## src/sv/sklp_pkg.sv

```systemverilog
// Package for the string-keyed linear-probe table.
// Holds sizes, opcode and status codes and the request and response types.
package sklp_pkg;
   localparam int TableSize  = 4096;
   localparam int MaxNameLen = 32;
   localparam int SlotW      = $clog2(TableSize);
   localparam int CharW      = $clog2(MaxNameLen);
   localparam int LenW       = $clog2(MaxNameLen + 1);

   localparam logic [1:0] OP_INSERT = 2'd0;
   localparam logic [1:0] OP_REMOVE = 2'd1;

   localparam logic [2:0] ST_INSERTED = 3'd0;
   localparam logic [2:0] ST_PRESENT  = 3'd1;
   localparam logic [2:0] ST_REMOVED  = 3'd2;
   localparam logic [2:0] ST_FOUND    = 3'd3;
   localparam logic [2:0] ST_NOTFOUND = 3'd4;
   localparam logic [2:0] ST_FULL     = 3'd5;
   localparam logic [2:0] ST_TOOLONG  = 3'd6;

   typedef struct packed {
      logic [1:0]  opcode;
      logic [7:0]  character;
      logic        last;
   } req_type;

   typedef struct packed {
      logic [2:0]  status;
      logic [11:0] slot;
   } rsp_type;
endpackage

```

## src/sv/sklp_if.sv

```systemverilog
// Valid/ready channel interface.
// Depends on sklp_pkg for the request and response payload types.
interface sklp_req_if;
   logic                 valid;
   logic                 ready;
   sklp_pkg::req_type    data;
   modport source (output valid, output data, input ready);
   modport sink   (input valid, input data, output ready);
endinterface

interface sklp_rsp_if;
   logic                 valid;
   logic                 ready;
   sklp_pkg::rsp_type    data;
   modport source (output valid, output data, input ready);
   modport sink   (input valid, input data, output ready);
endinterface

```

## src/sv/sklp_ctrl.sv

```systemverilog
// Sequencer: key capture, hash fold, probe loop and byte compare.
// Depends on sklp_pkg, the sklp_if interfaces and sklp_store ports; one compare unit reused per byte.
module sklp_ctrl (
   input  logic                 clock,
   input  logic                 reset,
   sklp_req_if.sink             req,
   sklp_rsp_if.source           rsp,
   output logic                 chr_we,
   output logic [sklp_pkg::SlotW+sklp_pkg::CharW-1:0] chr_addr,
   output logic [7:0]           chr_wdata,
   input  logic [7:0]           chr_rdata,
   output logic                 ent_we,
   output logic [sklp_pkg::SlotW-1:0] ent_addr,
   output logic [sklp_pkg::LenW-1:0]  ent_wlen,
   output logic                 ent_wocc,
   input  logic [sklp_pkg::LenW-1:0]  ent_rlen,
   input  logic                 ent_rocc
);
   localparam logic [3:0] S_CLEAR = 4'd0, S_IDLE = 4'd1, S_ERD = 4'd2, S_EWAIT = 4'd3,
                          S_CHK = 4'd4, S_CWAIT = 4'd5, S_CCMP = 4'd6, S_WR = 4'd7,
                          S_NEXT = 4'd8, S_OUT = 4'd9, S_CRD = 4'd10;

   logic [3:0]                   state_ff, state_in;
   logic [7:0]                   key_ff [sklp_pkg::MaxNameLen];
   logic [sklp_pkg::LenW-1:0]    len_ff, len_in;
   logic [31:0]                  hash_ff, hash_in;
   logic                         long_ff, long_in;
   logic [1:0]                   op_ff, op_in;
   logic [sklp_pkg::SlotW-1:0]   slot_ff, slot_in;
   logic [sklp_pkg::SlotW:0]     cnt_ff, cnt_in;
   logic [sklp_pkg::LenW-1:0]    idx_ff, idx_in;
   logic                         rvalid_ff, rvalid_in;
   sklp_pkg::rsp_type            rdata_ff, rdata_in;
   logic                         take;
   logic [31:0]                  hash_nx;

   assign take    = req.valid && req.ready;
   assign hash_nx = (hash_ff << 5) - hash_ff + {24'd0, req.data.character};
   assign req.ready = (state_ff == S_IDLE) && !rvalid_ff;
   assign rsp.valid = rvalid_ff;
   assign rsp.data  = rdata_ff;

   always_ff @(posedge clock) begin
      if (take && len_ff < sklp_pkg::LenW'(sklp_pkg::MaxNameLen))
         key_ff[len_ff[sklp_pkg::CharW-1:0]] <= req.data.character;
   end

   always_comb begin
      state_in = state_ff; len_in = len_ff; hash_in = hash_ff; long_in = long_ff;
      op_in = op_ff; slot_in = slot_ff; cnt_in = cnt_ff; idx_in = idx_ff;
      rvalid_in = rvalid_ff; rdata_in = rdata_ff;
      chr_we = 1'b0; ent_we = 1'b0; ent_wocc = 1'b0; ent_wlen = len_ff;
      ent_addr = slot_ff;
      chr_addr = {slot_ff, idx_ff[sklp_pkg::CharW-1:0]};
      chr_wdata = key_ff[idx_ff[sklp_pkg::CharW-1:0]];
      if (rvalid_ff && rsp.ready) rvalid_in = 1'b0;
      case (state_ff)
         S_CLEAR: begin
            ent_we = 1'b1;
            slot_in = slot_ff + 1'b1;
            if (slot_ff == sklp_pkg::SlotW'(sklp_pkg::TableSize - 1)) state_in = S_IDLE;
         end
         S_IDLE: if (take) begin
            hash_in = hash_nx;
            if (len_ff < sklp_pkg::LenW'(sklp_pkg::MaxNameLen)) len_in = len_ff + 1'b1;
            else long_in = 1'b1;
            if (req.data.last) begin
               op_in = req.data.opcode;
               slot_in = hash_nx[sklp_pkg::SlotW-1:0];
               cnt_in = '0;
               if (long_ff || len_ff >= sklp_pkg::LenW'(sklp_pkg::MaxNameLen)) begin
                  rdata_in = '{status: sklp_pkg::ST_TOOLONG, slot: '0};
                  state_in = S_OUT;
               end else state_in = S_ERD;
            end
         end
         S_ERD:   state_in = S_EWAIT;
         S_EWAIT: state_in = S_CHK;
         S_CHK: begin
            idx_in = '0;
            if (!ent_rocc) begin
               if (op_ff == sklp_pkg::OP_INSERT) state_in = S_WR;
               else state_in = S_NEXT;
            end else if (ent_rlen != len_ff) state_in = S_NEXT;
            else state_in = S_CRD;
         end
         S_CRD:   state_in = S_CWAIT;
         S_CWAIT: state_in = S_CCMP;
         S_CCMP: begin
            // one byte per pass through the compare unit
            if (chr_rdata != key_ff[idx_ff[sklp_pkg::CharW-1:0]]) state_in = S_NEXT;
            else if (idx_ff + 1'b1 == len_ff) begin
               rdata_in.slot = 12'(slot_ff);
               if (op_ff == sklp_pkg::OP_INSERT) rdata_in.status = sklp_pkg::ST_PRESENT;
               else if (op_ff == sklp_pkg::OP_REMOVE) begin
                  rdata_in.status = sklp_pkg::ST_REMOVED;
                  ent_we = 1'b1;
               end else rdata_in.status = sklp_pkg::ST_FOUND;
               state_in = S_OUT;
            end else begin
               idx_in = idx_ff + 1'b1;
               state_in = S_CRD;
            end
         end
         S_WR: begin
            chr_we = 1'b1;
            idx_in = idx_ff + 1'b1;
            if (idx_ff + 1'b1 >= len_ff) begin
               ent_we = 1'b1; ent_wocc = 1'b1;
               rdata_in = '{status: sklp_pkg::ST_INSERTED, slot: 12'(slot_ff)};
               state_in = S_OUT;
            end
         end
         S_NEXT: begin
            slot_in = slot_ff + 1'b1;
            cnt_in = cnt_ff + 1'b1;
            if (cnt_ff == (sklp_pkg::SlotW+1)'(sklp_pkg::TableSize - 1)) begin
               rdata_in.slot = '0;
               rdata_in.status = (op_ff == sklp_pkg::OP_INSERT) ?
                                 sklp_pkg::ST_FULL : sklp_pkg::ST_NOTFOUND;
               state_in = S_OUT;
            end else state_in = S_ERD;
         end
         S_OUT: begin
            rvalid_in = 1'b1;
            len_in = '0; hash_in = '0; long_in = 1'b0;
            state_in = S_IDLE;
         end
         default: state_in = S_IDLE;
      endcase
   end

   always_ff @(posedge clock) begin
      if (reset) begin
         state_ff <= S_CLEAR; len_ff <= '0; hash_ff <= '0; long_ff <= 1'b0;
         rvalid_ff <= 1'b0; slot_ff <= '0;
      end else begin
         state_ff <= state_in; len_ff <= len_in; hash_ff <= hash_in; long_ff <= long_in;
         rvalid_ff <= rvalid_in; slot_ff <= slot_in;
      end
      op_ff <= op_in; cnt_ff <= cnt_in; idx_ff <= idx_in; rdata_ff <= rdata_in;
   end
endmodule

```

## src/flat_wrapper.sv

```systemverilog
// flat-port wrapper written by rule: the top's interface ports become plain ports
module sklp_ctrl_flat 
  (clock, reset, chr_we, chr_addr, chr_wdata, chr_rdata, ent_we, ent_addr, ent_wlen, ent_wocc, ent_rlen, ent_rocc, req_valid, req_data, req_ready, rsp_valid, rsp_data, rsp_ready);
  sklp_req_if req_i ();
  sklp_rsp_if rsp_i ();
  input  logic clock;
  input  logic reset;
  output logic chr_we;
  output logic [sklp_pkg::SlotW+sklp_pkg::CharW-1:0] chr_addr;
  output logic [7:0] chr_wdata;
  input  logic [7:0] chr_rdata;
  output logic ent_we;
  output logic [sklp_pkg::SlotW-1:0] ent_addr;
  output logic [sklp_pkg::LenW-1:0] ent_wlen;
  output logic ent_wocc;
  input  logic [sklp_pkg::LenW-1:0] ent_rlen;
  input  logic ent_rocc;
  input wire logic [$bits(req_i.valid)-1:0] req_valid;
  input wire logic [$bits(req_i.data)-1:0] req_data;
  output wire logic [$bits(req_i.ready)-1:0] req_ready;
  output wire logic [$bits(rsp_i.valid)-1:0] rsp_valid;
  output wire logic [$bits(rsp_i.data)-1:0] rsp_data;
  input wire logic [$bits(rsp_i.ready)-1:0] rsp_ready;
  assign req_i.valid = req_valid;
  assign req_i.data = req_data;
  assign req_ready = req_i.ready;
  assign rsp_valid = rsp_i.valid;
  assign rsp_data = rsp_i.data;
  assign rsp_i.ready = rsp_ready;
  sklp_ctrl u_core (.clock(clock), .reset(reset), .req(req_i), .rsp(rsp_i), .chr_we(chr_we), .chr_addr(chr_addr), .chr_wdata(chr_wdata), .chr_rdata(chr_rdata), .ent_we(ent_we), .ent_addr(ent_addr), .ent_wlen(ent_wlen), .ent_wocc(ent_wocc), .ent_rlen(ent_rlen), .ent_rocc(ent_rocc));
endmodule
```

## config.mk

```make
export PLATFORM = sky130hd
export DESIGN_NAME = sklp_ctrl_flat
export DESIGN_NICKNAME = d
export VERILOG_FILES = /design/src/sv/sklp_pkg.sv /design/src/sv/sklp_if.sv /design/src/sv/sklp_ctrl.sv /design/src/flat_wrapper.sv
export SDC_FILE = /design/constraint.sdc
export NUM_CORES = 1
export LEC_CHECK = 0
export BUFFER_PORTS_ARGS = -buffer_cell sky130_fd_sc_hd__buf_2
export CAP_MARGIN = 20
export CORE_MARGIN = 3
export CORE_UTILIZATION = 35
export CTS_BUF_LIST = sky130_fd_sc_hd__clkbuf_8
export CTS_CLUSTER_DIAMETER = 80
export DETAILED_ROUTE_END_ITERATION = 6
export GPL_TIMING_DRIVEN = 0
export PLACE_DENSITY = 0.5
export SKIP_LAST_GASP = 1
export SYNTH_ARGS = -nofsm -noshare
export SYNTH_HDL_FRONTEND = slang
export SYNTH_SLANG_ARGS = --single-unit
```

## constraint.sdc

```tcl
create_clock -name clock -period 4.2 [get_ports clock]
set_clock_uncertainty 0.15 [all_clocks]
set_input_delay 0.42 -clock clock [delete_from_list [all_inputs] [get_ports clock]]
set_output_delay 0.42 -clock clock [all_outputs]
set_load 0.1 [all_outputs]
```

==> results of run 1 <==
[worst max-delay path by stage]
stage                         from     end
after global placement    register  ent_we
after global routing      register  ent_we
after CTS                 register  ent_we
final                     register  ent_we
after detailed placement  register  ent_we
after floorplan           register  ent_we
[state kept, by name, indices dropped and copies added, names as in the netlist, named ones only]
signal,cells
u_core.cnt_ff,13
u_core.ent_addr,12
u_core.ent_wlen,6
u_core.hash_ff,12
u_core.idx_ff,6
u_core.key_ff,256
u_core.long_ff,1
u_core.op_ff,2
u_core.rsp.data,15
u_core.rsp.valid,1
u_core.state_ff,4
[cell families after synthesis]
kind of cell	share of synthesized area (%)
AO/OA/AOI/OAI	7.73
multiplexers	9.40
buffers and inverters	3.72
adder cells (fa/ha/maj)	3.11
flip-flops	63.7
AND/OR/NAND/NOR	10.4
XOR/XNOR	1.98
[through the flow]
step                      setup WS (ns)  hold WS, ns
final                           -0.0442        0.132
after global routing             -0.181        0.130
after CTS                        -0.212       0.0772
after detailed placement         -0.719        0.308
after global placement           -0.675        0.307
after floorplan                  -0.187        0.298
[critical path, cell delays in order, from the launching register on]
cell and delay (ns):
dfxtp_2 0.34, buf_12 0.14, buf_12 0.16, mux4_2 0.55
a22o_1 0.23, a221oi_4 0.34, a31oi_2 0.17, nor4_4 0.31
nand4_4 0.26, nor2_4 0.15, a311o_2 0.21, buf_12 0.18
[metal layers]
metal	up-vias	share of wire [%]	wire (µm)
li1	4487	-	-
met1	4760	46	18300
met2	291	45	18000
met4	0	2.4	948
met5	-	0	0
met3	57	6.3	2490
[what timing repair did]
action / CTS / global route
cloned: 2 / 0
setup endpoints to repair: 29 / 1
pin swaps: 11 / 18
gates resized for setup: 40 / 22
endpoints found under the hold margin: 3 / 0
buffers inserted: 8 / 5
hold buffers: 3 / 0
[layout make-up]
cell class              instances  share of cell area (%)
well taps                     539                    3.83
plain buffers                  66                    2.75
repair buffers                109                    3.67
multi-input cells             637                    28.7
clock inverters                46                    1.16
clock buffers                  58                    4.54
flip-flops and latches        333                    54.5
inverters                      41                   0.875
[synth_stat cells, drive strengths merged (7+ instances only)]
cell | number | area (µm²)
mux2i | 48 | 480
clkbuf | 32 | 120
inv | 40 | 150
ha | 31 | 388
nor2 | 103 | 387
nand2b | 7 | 43.8
a22oi | 23 | 173
nand4 | 11 | 75.1
a21oi | 37 | 185
a22o | 12 | 105
xor2 | 12 | 105
nor3 | 11 | 60.1
a31oi | 15 | 93.8
nand2 | 55 | 206
buf | 37 | 287
edfxtp | 292 | 8770
and3 | 26 | 163
dfxtp | 41 | 821
mux4 | 40 | 935
o21ai | 33 | 165
nand3 | 47 | 235
or3 | 7 | 48.8
nor2b | 11 | 68.8
xnor2 | 22 | 193
[power by group through the flow]
stage | Sequential, mW | Combinational (mW) | Clock, mW
2_1_floorplan | 3.68 | 0.0836 | 0
3_3_place_gp | 3.67 | 0.183 | 0
3_5_place_dp | 3.67 | 0.185 | 0
4_1_cts | 3.60 | 0.191 | 2.72
5_1_grt | 3.60 | 0.207 | 2.87
6_report | 3.60 | 0.189 | 2.63
==> results.toml, run 1 <==
[sta]
slew_viol_final = 0
rsz0062_at_grt = "yes"
final_hold_viol_count = 0
period_minus_slack_ns = 4.24
worstMarginPinSlew_ns = 1.08
timing.final.ws_setup_ns = -0.0442
timing.fmax_mhz = 236
slew_headroom_pct = 28.1
timing.final.crit_share_pct = 101
final-setup-viol-count = 1
tns_ns = -0.0442

[routing]
drc = 0
postRouteAntennaNets = 0
dr_total_vias = 9595
drt_iter0_markers = 722
routed_wl_um = 39700
vias_per_cell = 5.25
wl_per_cell_um = 21.7
dr.pass1.iters = 5

[cells_and_area]
nets = 1310
final_common_cell = "edfxtp_1"
layoutNonFillerInstCount = 1829
fillers = 4001
syn_to_final_growth_pct = 16.8
drive_gt1_share_pct = 21.8
final_util_pct = 41.7
regArea_um2 = 9590
final_area_um2 = 17600
multi_input_area_um2 = 5040
antenna_cells = 0
mostFrequentLayoutCells = "edfxtp_1 (292), nor2_1 (96), buf_2 (91)"

[power]
p_int_mw = 4.93
swShare_pct = 23.2
power.density_nw_per_um2 = 365
seq_power_share_pct = 56.1
pwr-share-comb_pct = 2.9
p_sw_mw = 1.49
p_leak_nw = 6.35
total_power_mw = 6.41
p_clk_share_pct = 41.0
peakVddDrop_mv = 0.211

[die]
rows = 75
die_y_um = 213
initial_core_util_pct = 35.7
dieArea_um2 = 45500
dieWidth_um = 213
core-area_um2 = 42200
pin_count = 93

[place]
numPortBuffers = 91
placed_cell_area_um2 = 16200
dp_cells = 1711
dp.final_hpwl_um = 26600
place.gp.congestion = 0.819

[job]
drv_cap = 0

[critical_path]
rr_worst_depth = 11
r2r_slack_ns = 0.39
startpoint_type = "register"
worstPathMaxFanout = 7
crit_required_ns = 3.63
worstSetupPathType = "register to output port"
arrival_ns = 3.67
r2r-end = "u_core.idx_ff[5]"
end_kind = "output port"

[hold_path]
hold_path_class = "input port to register"
hold_end = "u_core.ent_addr[10]"
holdPathStages = 5
hp-start = "req_data[0]"

[yosys]
synth_flop_cell = "edfxtp_1"
syn_avg_cell_area_um2 = 13.9
synth_nets = 1145
synth-async-reset-ratio_pct = 0
syn_area_um2 = 15100
synth_edf_count = 292
ys_seq_area_share_pct = 63.7
synth.distinct_cells = 69
ys_seq_elements = 333
syn_inst = 1080
ys_warn_count = 0

[grt]
grt-ovfl-total = 0
grt_pass1_wl_um = 59700
top_usage_layer = "met2"
antenna_found_initial = 0
gr-usage-all-layers_pct = 17.6
grtUsageMet3_pct = 4.07
grt_pass1_vias = 9635
grt_util_met1_pct = 24.3
use_met2_pct = 27.6
grt_max_degree = 34

[clock_tree]
clockBufferDepth = 3
h-tree-depth = 2
cts.sinks = 333
cts_buffers = 57
clk_pin_slew_ns = 0.06
clk_latency_ns = 0.65
cts_root_buf = "clkbuf_8"
cts_tree = "yes"

[run_status]
status = "complete, but fails checks"
violations = "setup timing"
No activity file was read; power rests on OpenSTA's default activity.
==> run 2, diff against run 1 <==
Settings changed: CORE_UTILIZATION 35 to 45, PLACE_DENSITY 0.5 to 0.61.
==> run 2 against run 1 <==
  * The flow now finishes without violations
  * Power down 0.49%
  * Maximum frequency up 1.5%
  * Flip-flop and latch count unchanged
  * Worst setup slack better by 0.062 ns
  * Sequential share of layout area up 0.47 points
  * Core utilization up 12 points
  * Non-clock buffer count down 2
==> results.toml, run 2 (synthesis gave the netlist of run 1 again) <==
[die]
dieWidth_um = 189
core-area_um2 = 32800
initial_core_util_pct = 45.9
pin_count = 93
die_y_um = 189
dieArea_um2 = 35700
rows = 66

[cells_and_area]
fillers = 2797
antenna_cells = 0
syn_to_final_growth_pct = 15.8
final_area_um2 = 17400
final_util_pct = 53.2
final_common_cell = "edfxtp_1"
largest_reg_flops = 256
nets = 1305
multi_input_area_um2 = 5040
drive_gt1_share_pct = 21.3
regArea_um2 = 9590
mostFrequentLayoutCells = "edfxtp_1 (292), nor2_1 (97), buf_2 (91)"

[routing]
drc = 0
routed_wl_um = 37500
postRouteAntennaNets = 0
drt_iter0_markers = 864
vias_per_cell = 5.60
dr_total_vias = 9661
wl_per_cell_um = 21.8
dr.pass1.iters = 6

[clock_tree]
clockBufferDepth = 3
cts_root_buf = "clkbuf_8"
clk_pin_slew_ns = 0.06
cts.sinks = 333
h-tree-depth = 2
cts_buffers = 54
cts_tree = "yes"
clk_latency_ns = 0.58

[hold_path]
hold_path_class = "input port to register"
hp-start = "req_data[0]"
holdPathStages = 5

[sta]
final_hold_viol_count = 0
rsz0062_at_grt = "yes"
timing.final.crit_share_pct = 99.6
tns_ns = 0
slew_viol_final = 0
period_minus_slack_ns = 4.18
slew_headroom_pct = 29.9
timing.fmax_mhz = 239
worstMarginPinSlew_ns = 1.04
timing.final.ws_setup_ns = 0.0176
final-setup-viol-count = 0
whs_ns = 0.205

[critical_path]
startpoint_type = "register"
arrival_ns = 3.61
worstSetupPathType = "register to output port"
r2r_slack_ns = 0.30
crit_required_ns = 3.63
end_kind = "output port"
worstPathMaxFanout = 7
rr_worst_depth = 12

[grt]
gr-usage-all-layers_pct = 20.8
grt-ovfl-total = 0
grt_pass1_vias = 9563
grt_pass1_wl_um = 57000
grt_max_degree = 34
antenna_found_initial = 0

[place]
preCtsSetupSlack_ns = -0.575
placed_cell_area_um2 = 16100
numPortBuffers = 91
place.gp.congestion = 0.870
dp.final_hpwl_um = 25200

[power]
seq_power_share_pct = 56.3
peakVddDrop_mv = 0.248
power.density_nw_per_um2 = 366
p_clk_share_pct = 40.7
p_sw_mw = 1.43
p_int_mw = 4.96
swShare_pct = 22.4
pwr-share-comb_pct = 3.0
p_leak_nw = 6.36

[run_status]
status = "complete, no violations"

[job]
drv_cap = 0
[run 2: what timing repair did]
action	CTS	global route
endpoints found under the hold margin	3	0
setup buffers	1	9
gates resized for setup	23	33
pin swaps	6	13
endpoints found under the setup margin	27	1
cloned	0	2
hold buffers	3	0
[run 2: final cells by class]
type                    count  share of cell area [%]
repair buffers            107                    3.70
flip-flops and latches    333                    55.0
clock inverters            41                    1.13
plain buffers              66                    2.73
clock buffers              57                    4.50
inverters                  41                   0.882
well taps                 442                    3.17
multi-input cells         637                    28.9
[run 2: final timing paths]
kind,end
worst min-delay path,u_core.ent_addr[10]
worst max register to register,u_core.idx_ff[3]
worst min register to register,u_core.hash_ff[8]
worst max-delay path,ent_we
[run 2: stage by stage]
stage,total power [mW],cells
2_1_floorplan,3.77,1080
3_3_place_gp,3.85,1613
3_5_place_dp,3.85,1614
4_1_cts,6.44,1716
5_1_grt,6.60,1724
6_report,6.38,1724
[run 2: per-layer routing]
metal	vias up	part of all wire [%]	wire length, µm	GRT usage, %
met5	-	0	0	0
met4	0	1.3	472	4.70
met3	38	6.3	2360	4.02
met2	350	48	17900	33.8
met1	4813	45	16800	29.3
li1	4460	-	-	-
[run 2: worst max-delay path, stage by stage, from the launching register on]
cell and delay [ns]:
dfxtp_2 0.34, buf_12 0.14, buf_12 0.15, mux4_2 0.53, a22o_1 0.23, a221oi_4 0.36, a31oi_4 0.15, nor4_4 0.30
nand4_4 0.26, nor2_4 0.18, a311o_2 0.21, buf_12 0.17
[run 2: power groups by stage]
stage               clock network, mW  registers [mW]  logic (mW)
detailed placement                  0            3.67       0.184
global placement                    0            3.67       0.179
global route                     2.80            3.59       0.205
CTS                              2.65            3.60       0.189
floorplan                           0            3.68      0.0836
finish                           2.60            3.60       0.189
==> run 3, diff against run 2 <==
Settings changed: CORE_UTILIZATION 45 to 40, PLACE_DENSITY 0.61 to not set.
==> run 3 against run 2 <==
  * The flow now finishes with violations (setup timing)
  * Wire length fell by 0.93%
  * Via count is essentially flat
  * Sequential share of layout area down 0.48 points
  * Core utilization down 5.5 points
  * Sequential power hardly changed
  * Count of clock-buffer cells in the layout up 3
  * Register-to-register slack lost 0.02 ns
  * Power rose by 1.9%
==> results.toml, run 3 (synthesis gave the netlist of run 1 again) <==
[run_status]
status = "complete, but fails checks"
violations = "setup timing"

[sta]
final_hold_viol_count = 0
period_minus_slack_ns = 4.30
final-setup-viol-count = 1
rsz0062_at_grt = "yes"
slew_viol_final = 0
timing.final.ws_setup_ns = -0.0964
slew_headroom_pct = 31.2
timing.final.crit_share_pct = 102
worstMarginPinSlew_ns = 1.02
timing.fmax_mhz = 233

[place]
preCtsSetupSlack_ns = -0.498
dp.final_hpwl_um = 24900
numPortBuffers = 91
place.gp.congestion = 0.853
dp_cells = 1676

[die]
core-area_um2 = 36900
pin_count = 93
initial_core_util_pct = 40.8
dieWidth_um = 200
die_y_um = 200
dieArea_um2 = 40000
rows = 70

[grt]
grt_pass1_wl_um = 56700
grt-ovfl-total = 0
gr-usage-all-layers_pct = 18.7
grt_pass1_vias = 9379
antenna_found_initial = 1
grt_max_degree = 34

[clock_tree]
cts_root_buf = "clkbuf_8"
clockBufferDepth = 3
h-tree-depth = 2
cts.sinks = 333
cts_tree = "yes"
clk_latency_ns = 0.63
clk_pin_slew_ns = 0.06
cts_buffers = 56

[cells_and_area]
final_util_pct = 47.7
layoutNonFillerInstCount = 1798
final_common_cell = "edfxtp_1"
mostFrequentLayoutCells = "edfxtp_1 (292), nor2_1 (96), buf_2 (91)"
drive_gt1_share_pct = 22.6
largest_reg_flops = 256
syn_to_final_growth_pct = 16.8
nets = 1313
antenna_cells = 0

[critical_path]
end_kind = "output port"
arrival_ns = 3.73
worstSetupPathType = "register to output port"
worstPathMaxFanout = 10
crit_required_ns = 3.63
r2r-end = "u_core.idx_ff[3]"
r2r_slack_ns = 0.28
rr_worst_depth = 11
crit_end = "ent_we"
startpoint_type = "register"

[routing]
wl_per_cell_um = 20.7
routed_wl_um = 37200
dr.pass1.iters = 5
drc = 0
dr_total_vias = 9658
drt_iter0_markers = 765
vias_per_cell = 5.37
postRouteAntennaNets = 0

[hold_path]
holdPathStages = 4
hold_path_class = "input port to register"

[power]
p_leak_nw = 6.38
power.density_nw_per_um2 = 370
peakVddDrop_mv = 0.357

[job]
drv_cap = 0
run 3: cell types whose count changed in the layout (fill, tap and decap cells not counted), sizes merged:
cell and change:
clkbuf -1, inv -8, clkinvlp +2, buf +10
clkinv +9
run 3: what timing repair did:
| item | in CTS | in global routing |
|---|---|---|
| hold endpoints to repair | 3 | 0 |
| buffers inserted | 13 | 5 |
| gates resized for setup | 29 | 26 |
| hold buffers | 3 | 0 |
| pin swaps | 13 | 14 |
| gates cloned | 1 | 0 |
| endpoints found under the setup margin | 27 | 1 |
run 3: how the worst min path moves through the flow:
stage | slack [ns] | to | from
3_5_place_dp | 0.31 | u_core.hash_ff[8] | u_core.hash_ff[8]
5_1_grt | 0.15 | u_core.ent_addr[10] | req_data[0]
3_3_place_gp | 0.31 | u_core.hash_ff[8] | u_core.hash_ff[8]
6_report | 0.14 | u_core.ent_addr[3] | req_data[0]
2_1_floorplan | 0.30 | u_core.hash_ff[1] | u_core.hash_ff[1]
4_1_cts | 0.10 | u_core.ent_addr[10] | req_data[0]
run 3: area by class of cell:
type                       count  area, µm²
sequential                   333       9590
tap                          504        631
clock inverter                44        230
timing repair buffer         113        676
buffer                        66        460
inverter                      41        154
clock buffer                  60        826
fill                        3240      19300
multi-input combinational    637       5020
run 3: report_power, final:
group	internal [mW]	leakage (nW)	total (mW)	switching, mW
registers	3.59	2.97	3.60	0.00483
logic	0.0506	2.80	0.188	0.137
clock network	1.39	0.606	2.72	1.33
run 3: per-layer routing:
metal  track usage (%)  vias up  share of wire (%)
li1                  -     4468                  -
met1              27.5     4773                 46
met2              28.7      349                 45
met3              4.06       66                7.3
met4              4.65        2                1.8
met5                 0        -              0.019
run 3: critical path, cell delays in order, from the launching register on:
cell and delay [ns]:
dfxtp_2 0.33, buf_8 0.14, buf_12 0.15, buf_12 0.16, mux4_2 0.56, a221oi_4 0.43, buf_4 0.18, buf_4 0.10
and4_4 0.23, nor4_4 0.05, nand4_4 0.17, nor2_4 0.05, a311o_2 0.35, buf_12 0.18
run 3: through the flow:
stage                     TNS (ns)  area, µm²  hold WS (ns)  total power [mW]
after floorplan             -0.187      15100         0.298              3.77
after global placement       -5.18      16200         0.305              3.85
final                      -0.0964      17600         0.138              6.50
after detailed placement     -6.08      16200         0.311              3.85
after global routing        -0.249      17600         0.150              6.73
after CTS                   -0.219      17500         0.104              6.56
